$ cat src/hw/rtl/ptbw_pkg.sv
`timescale 1ns / 1ps
// ----------------------------------------------------------------------------
// ptbw_pkg
// Types and fixed widths shared by the barycentric weight pipeline.
// ----------------------------------------------------------------------------
package ptbw_pkg;

    localparam int CW = 16;              // coordinate width, Q8.8
    localparam int DW = CW + 1;          // edge vector width
    localparam int PW = 2 * DW;          // product width
    localparam int XW = PW + 1;          // cross product width
    localparam int NW = PW + 2;          // summed numerator width
    localparam int FB = 16;              // weight fraction bits
    localparam int WW = FB + 4;          // weight width
    localparam int QS = FB + 7;          // quotient bits (one extra for rounding)
    localparam int SH = QS - FB - 1;     // divisor pre-shift
    localparam int RW = NW + SH;         // remainder width
    localparam int VW = QS + 2;          // signed quotient width

    localparam logic [2:0] REG_AX = 3'd0;
    localparam logic [2:0] REG_AY = 3'd1;
    localparam logic [2:0] REG_BX = 3'd2;
    localparam logic [2:0] REG_BY = 3'd3;
    localparam logic [2:0] REG_CX = 3'd4;
    localparam logic [2:0] REG_CY = 3'd5;

    typedef struct packed {
        logic signed [CW-1:0] point_x;
        logic signed [CW-1:0] point_y;
    } t_in;

    typedef struct packed {
        logic signed [WW-1:0] weight_a;
        logic signed [WW-1:0] weight_b;
        logic signed [WW-1:0] weight_c;
        logic                 inside_res;
        logic                 degenerate;
        logic                 saturated;
    } t_out;

    typedef struct packed {
        logic signed [CW-1:0] ax;
        logic signed [CW-1:0] ay;
        logic signed [CW-1:0] bx;
        logic signed [CW-1:0] by;
        logic signed [CW-1:0] cx;
        logic signed [CW-1:0] cy;
    } t_tri;

    typedef struct packed {
        logic signed [NW-1:0] nb;
        logic signed [NW-1:0] nc;
        logic signed [NW-1:0] ns;
        logic signed [XW-1:0] det;
    } t_cross;

    typedef struct packed {
        logic neg_b;
        logic neg_c;
        logic neg_s;
        logic ovf_b;
        logic ovf_c;
        logic ovf_s;
        logic degen;
    } t_ctl;

endpackage

$ cat src/hw/rtl/ptbw_div.sv
`timescale 1ns / 1ps
// ----------------------------------------------------------------------------
// ptbw_div
// Pipelined restoring fractional divider, one quotient bit per stage.
// ----------------------------------------------------------------------------
module ptbw_div (
    input  logic                     i_clk,
    input  logic [ptbw_pkg::RW-1:0]  i_num,
    input  logic [ptbw_pkg::RW-1:0]  i_den,
    output logic [ptbw_pkg::QS-1:0]  o_quo
);

    logic [ptbw_pkg::RW-1:0] r_rem [ptbw_pkg::QS];
    logic [ptbw_pkg::RW-1:0] r_den [ptbw_pkg::QS];
    logic [ptbw_pkg::QS-1:0] r_quo [ptbw_pkg::QS];
    logic [ptbw_pkg::RW-1:0] n_rem [ptbw_pkg::QS];
    logic [ptbw_pkg::RW-1:0] n_den [ptbw_pkg::QS];
    logic [ptbw_pkg::QS-1:0] n_quo [ptbw_pkg::QS];

    always_comb begin
        logic [ptbw_pkg::RW-1:0] src_rem;
        logic [ptbw_pkg::QS-1:0] src_quo;
        logic [ptbw_pkg::RW-1:0] dbl;
        logic [ptbw_pkg::RW:0]   diff;
        for (int k = 0; k < ptbw_pkg::QS; k++) begin
            src_rem  = (k == 0) ? i_num : r_rem[(k == 0) ? 0 : k - 1];
            src_quo  = (k == 0) ? '0 : r_quo[(k == 0) ? 0 : k - 1];
            n_den[k] = (k == 0) ? i_den : r_den[(k == 0) ? 0 : k - 1];
            dbl      = {src_rem[ptbw_pkg::RW-2:0], 1'b0};
            diff     = {1'b0, dbl} - {1'b0, n_den[k]};
            n_rem[k] = diff[ptbw_pkg::RW] ? dbl : diff[ptbw_pkg::RW-1:0];
            n_quo[k] = {src_quo[ptbw_pkg::QS-2:0], ~diff[ptbw_pkg::RW]};
        end
    end

    always_ff @(posedge i_clk) begin
        r_rem <= n_rem;
        r_den <= n_den;
        r_quo <= n_quo;
    end

    assign o_quo = r_quo[ptbw_pkg::QS-1];

endmodule

$ cat config.mk
export PLATFORM = sky130hd
export DESIGN_NAME = ptbw_div
export DESIGN_NICKNAME = d
export VERILOG_FILES = /design/src/hw/rtl/ptbw_pkg.sv /design/src/hw/rtl/ptbw_div.sv
export SDC_FILE = /design/constraint.sdc
export NUM_CORES = 2
export LEC_CHECK = 0
export BUFFER_PORTS_ARGS = -buffer_cell sky130_fd_sc_hd__buf_4
export CAP_MARGIN = 40
export CORE_AREA = 8 8 443 445
export CTS_BUF_LIST = sky130_fd_sc_hd__clkbuf_8
export CTS_CLUSTER_DIAMETER = 120
export DETAILED_ROUTE_END_ITERATION = 8
export DIE_AREA = 0 0 451 453
export PLACE_DENSITY = 0.73
export SYNTH_ARGS = -nofsm -noshare
export SYNTH_HDL_FRONTEND = slang
export SYNTH_SLANG_ARGS = --single-unit
$ cat constraint.sdc
create_clock -name i_clk -period 3.7 [get_ports i_clk]
set_input_delay 0.74 -clock i_clk [delete_from_list [all_inputs] [get_ports i_clk]]
set_output_delay 0.74 -clock i_clk [all_outputs]
set_load 0.01 [all_outputs]
======== Word level (Yosys, flattened, before mapping) ========
Cells that the tools add are included.
storage, ports and cells
  register bits after elaboration ......... 2102
  logic and storage cells ................. 157
  output and inout bits ................... 23
  input port bits ......................... 85
cells by class
  muxes and demuxes ....................... 22
  bitwise operators ....................... 23
  add/sub/neg operators ................... 23
operators with widths
  kind              number
  $sub A42 B42 Y43  23
  $mux W41          22
  $not A1 Y1        23

======== Depth between registers and ports, before layout ========
  depth after elaboration ................. 2
  gate-level depth with buffers ........... 16
  depth with buffers taken out ............ 13

======== Least setup slack after synthesis ========
No wires, ideal clock.
  kind .................................... input -> register
  from .................................... in i_num[0] (netlist bit)
  to ...................................... reg r_rem[960] (netlist bit)
  library setup time ...................... 121 ps
  setup slack ............................. -15 ps
  path buffers ............................ 2
  cell stages on the path ................. 12
  arrival ................................. 3595 ps
  required time ........................... 3579 ps
  cells stage by stage .................... inv_1 fa_1 nor2b_1 o31a_1 o311a_1 and3b_1 clkbuf_1 o41ai_4 a21oi_2 o41ai_4 buf_4 mux2_2
RTL lines
  item                  line            text
  start, declared       ptbw_div.sv:8   input logic [ptbw_pkg::RW-1:0] i_num,
  end signal, assigned  ptbw_div.sv:37  r_rem <= n_rem;
  end, declared         ptbw_div.sv:13  logic [ptbw_pkg::RW-1:0] r_rem [ptbw_pkg::QS];

==> flow_summary.json <==
{
  "outcome": "complete, no violations",
  "cts_root_buf": "clkbuf_8",
  "relSlewSlack": 0.477,
  "cp.required_ns": 4.56,
  "avgSynthCellArea_um2": 8.99,
  "criticalPathCategory": "flop to flop",
  "synth_flop_cell": "dfxtp_1",
  "dp_cells": 14386,
  "synth_top_area_frac": 0.407,
  "hold_viol_final": 0,
  "grt_setup_unrepaired": "true",
  "synth-edff-count": 0,
  "whs_ns": 0.276,
  "clock.fmax_ghz": 0.273,
  "dr.pass1.iters": 6,
  "vias": 84523,
  "path_cells": "inv_1 > ha_1 > buf_4 > o211ai_1 > a21oi_2 > o211ai_1 > buf_4 > o211ai_1 > a41oi_2 > or2_2 > nor4_1 > o41ai_1 > xnor2_1 > mux2_2",
  "ir_drop_uv": 553,
  "grt_pass1_vias": 86821,
  "drive_gt1_frac": 0.143,
  "endpoint_kind": "flop",
  "gr-total-overflow": 0,
  "fill_cells": 15531,
  "cts_buffers": 362,
  "finalSetupViolCount": 0,
  "drc": 0,
  "stdcell_count": 15158,
  "cp_slowest_stage_delay_ns": 0.41,
  "ios": 108,
  "core-area_um2": 189000,
  "multi_input_area_um2": 56300,
  "antenna_found_initial": 2,
  "drtIter0Drc": 4261,
  "grt_usage": 0.242,
  "area_growth_pct": 16.8,
  "yosysSeqAreaShare": 0.407,
  "start_util": 0.546,
  "clockBufferDepth": 4,
  "slew_viol_final": 0,
  "drt-total-wl_mm": 262,
  "start_kind": "flop",
  "power_density_nw_per_um2": 1010,
  "fin_crit_ns": 3.66,
  "path_max_fanout": 4,
  "maxCapViolations": 0,
  "layout_commonest_cell": "dfxtp_1",
  "skew_ns": 0.111,
  "grt_pass1_wl_mm": 416,
  "slowest_stage": "o211ai_1",
  "syn_area_um2": 103000,
  "via_per_inst": 5.58,
  "syn_inst": 11496,
  "die_w_um": 451,
  "clock_sinks": 2102,
  "worst_pin_slew_ns": 0.777,
  "path_clk_slew_ns": 0.06,
  "synth_seq_cells": 2102,
  "cts_tree": "built",
  "die-area_um2": 204000,
  "place_congestion": 0.971,
  "cts_max_level": 5,
  "worst_skew_pair.late_latency_ns": 1.08,
  "ys_top_cells_by_area": "dfxtp_1 (41%), ha_1 (11%), a21oi_1 (5.5%)",
  "syn-num-nets": 12546,
  "ys_async_sr_fraction": 0,
  "ys_types": 95,
  "crit_top_cell": "o211ai_1",
  "drt-wirelength-per-cell_um": 17.3,
  "grt_max_degree": 69,
  "ant_nets": 0,
  "num_rows": 160,
  "hold_path.class": "flop to flop",
  "final_cell_mix": "dfxtp_1 (2096), inv_1 (1287), a21oi_1 (1105), ha_1 (935), nand2_1 (846)",
  "p_leak_nw": 58.0,
  "die_y_um": 453,
  "io_buffers": 106,
  "fin_crit_sh": 0.990,
  "yosys_warnings": 0,
  "post-synth-top-area-cell": "dfxtp_1",
  "regArea_um2": 42100,
  "hpwlAfterDp_mm": 201,
  "worstPathArrival_ns": 4.52,
  "final_nets": 13430
}
## synthesized netlist by cell type (all sizes together) (174+ instances only)
library cell,number
xor2,340
inv,1194
mux2,349
a21o,498
xnor2,441
o21ai,772
nor2,604
dfxtp,2102
a21oi,1132
nand3,174
clkbuf,235
nand2,846
ha,943
## cells by family after synthesis
logic type | count (synthesis) | share of synthesized area
buffers and inverters | 1503 | 0.0559
AOI/OAI and AO/OA | 3336 | 0.201
DFF | 2102 | 0.407
xor gates and xnor gates | 781 | 0.0662
and+or+nand+nor | 2430 | 0.111
adders and majority gates | 965 | 0.118
muxes | 379 | 0.0409
## worst paths after layout
check	from	endpoint	slack [ns]	cells past startpoint
min	n_quo[191]	n_quo[169]	0.28	0
max	n_den[590]	r_rem[625]	0.04	14
min reg2reg	n_quo[191]	n_quo[169]	0.28	0
max reg2reg	n_den[590]	r_rem[625]	0.04	14
## flip-flops by register name, indices dropped and copies added (netlist names)
register / cells
o_quo: 23
n_den: 924
n_quo: 253
r_rem: 902
## layout make-up
class | count | share of cell area
repair buffers | 828 | 0.0591
diodes | 2 | 0.0000415
multi-input cells | 7891 | 0.467
flip-flops and latches | 2102 | 0.349
clock inverters | 156 | 0.00824
clock buffers | 473 | 0.0539
well taps | 2511 | 0.0260
inverters | 1195 | 0.0372
## through the flow
stage,instance area (um^2),setup TNS (ns),util,power [mW],setup WS (ns)
2_1_floorplan,103000,0,-,78.8,0.102
3_3_place_gp,111000,-39.09,0.586,95.5,-0.394
3_5_place_dp,111000,-45.02,0.586,97.2,-0.373
4_1_cts,120000,0,0.633,120,0.00179
5_1_grt,121000,-1.40,0.638,131,-0.0522
6_report,121000,0,0.638,122,0.0383
## critical path, delay by kind of cell (launching register included)
kind | cells | cell delay [ns]
XOR/XNOR | 1 | 0.13
buffers and inverters | 3 | 0.38
AO/OA/AOI/OAI | 6 | 1.30
flip-flops | 1 | 0.32
adder cells (fa/ha/maj) | 1 | 0.33
AND/OR/NAND/NOR | 2 | 0.70
multiplexers | 1 | 0.28
## what timing repair did
item / CTS / global route
hold endpoints to repair: 83 / 0
cloned: 6 / 12
endpoints found under the setup margin: 296 / 499
setup buffers: 13 / 30
gates resized for setup: 46 / 102
pin swaps: 23 / 46
hold buffers: 82 / 0
## routing by layer
layer | up-vias | global-route usage | part of all wire
li1 | 41804 | - | -
met1 | 39445 | 0.228 | 0.36
met2 | 2299 | 0.485 | 0.54
met3 | 973 | 0.0365 | 0.037
met4 | 2 | 0.149 | 0.063
met5 | - | 0 | 0.000050
## power breakdown
group | internal [mW] | switching (mW) | total [mW]
combinational | 30.4 | 35.8 | 66.1
sequential | 30.2 | 4.00 | 34.2
clock | 12.2 | 9.17 | 21.4
total | 72.8 | 48.9 | 122
No activity file was read; power rests on OpenSTA's default activity.
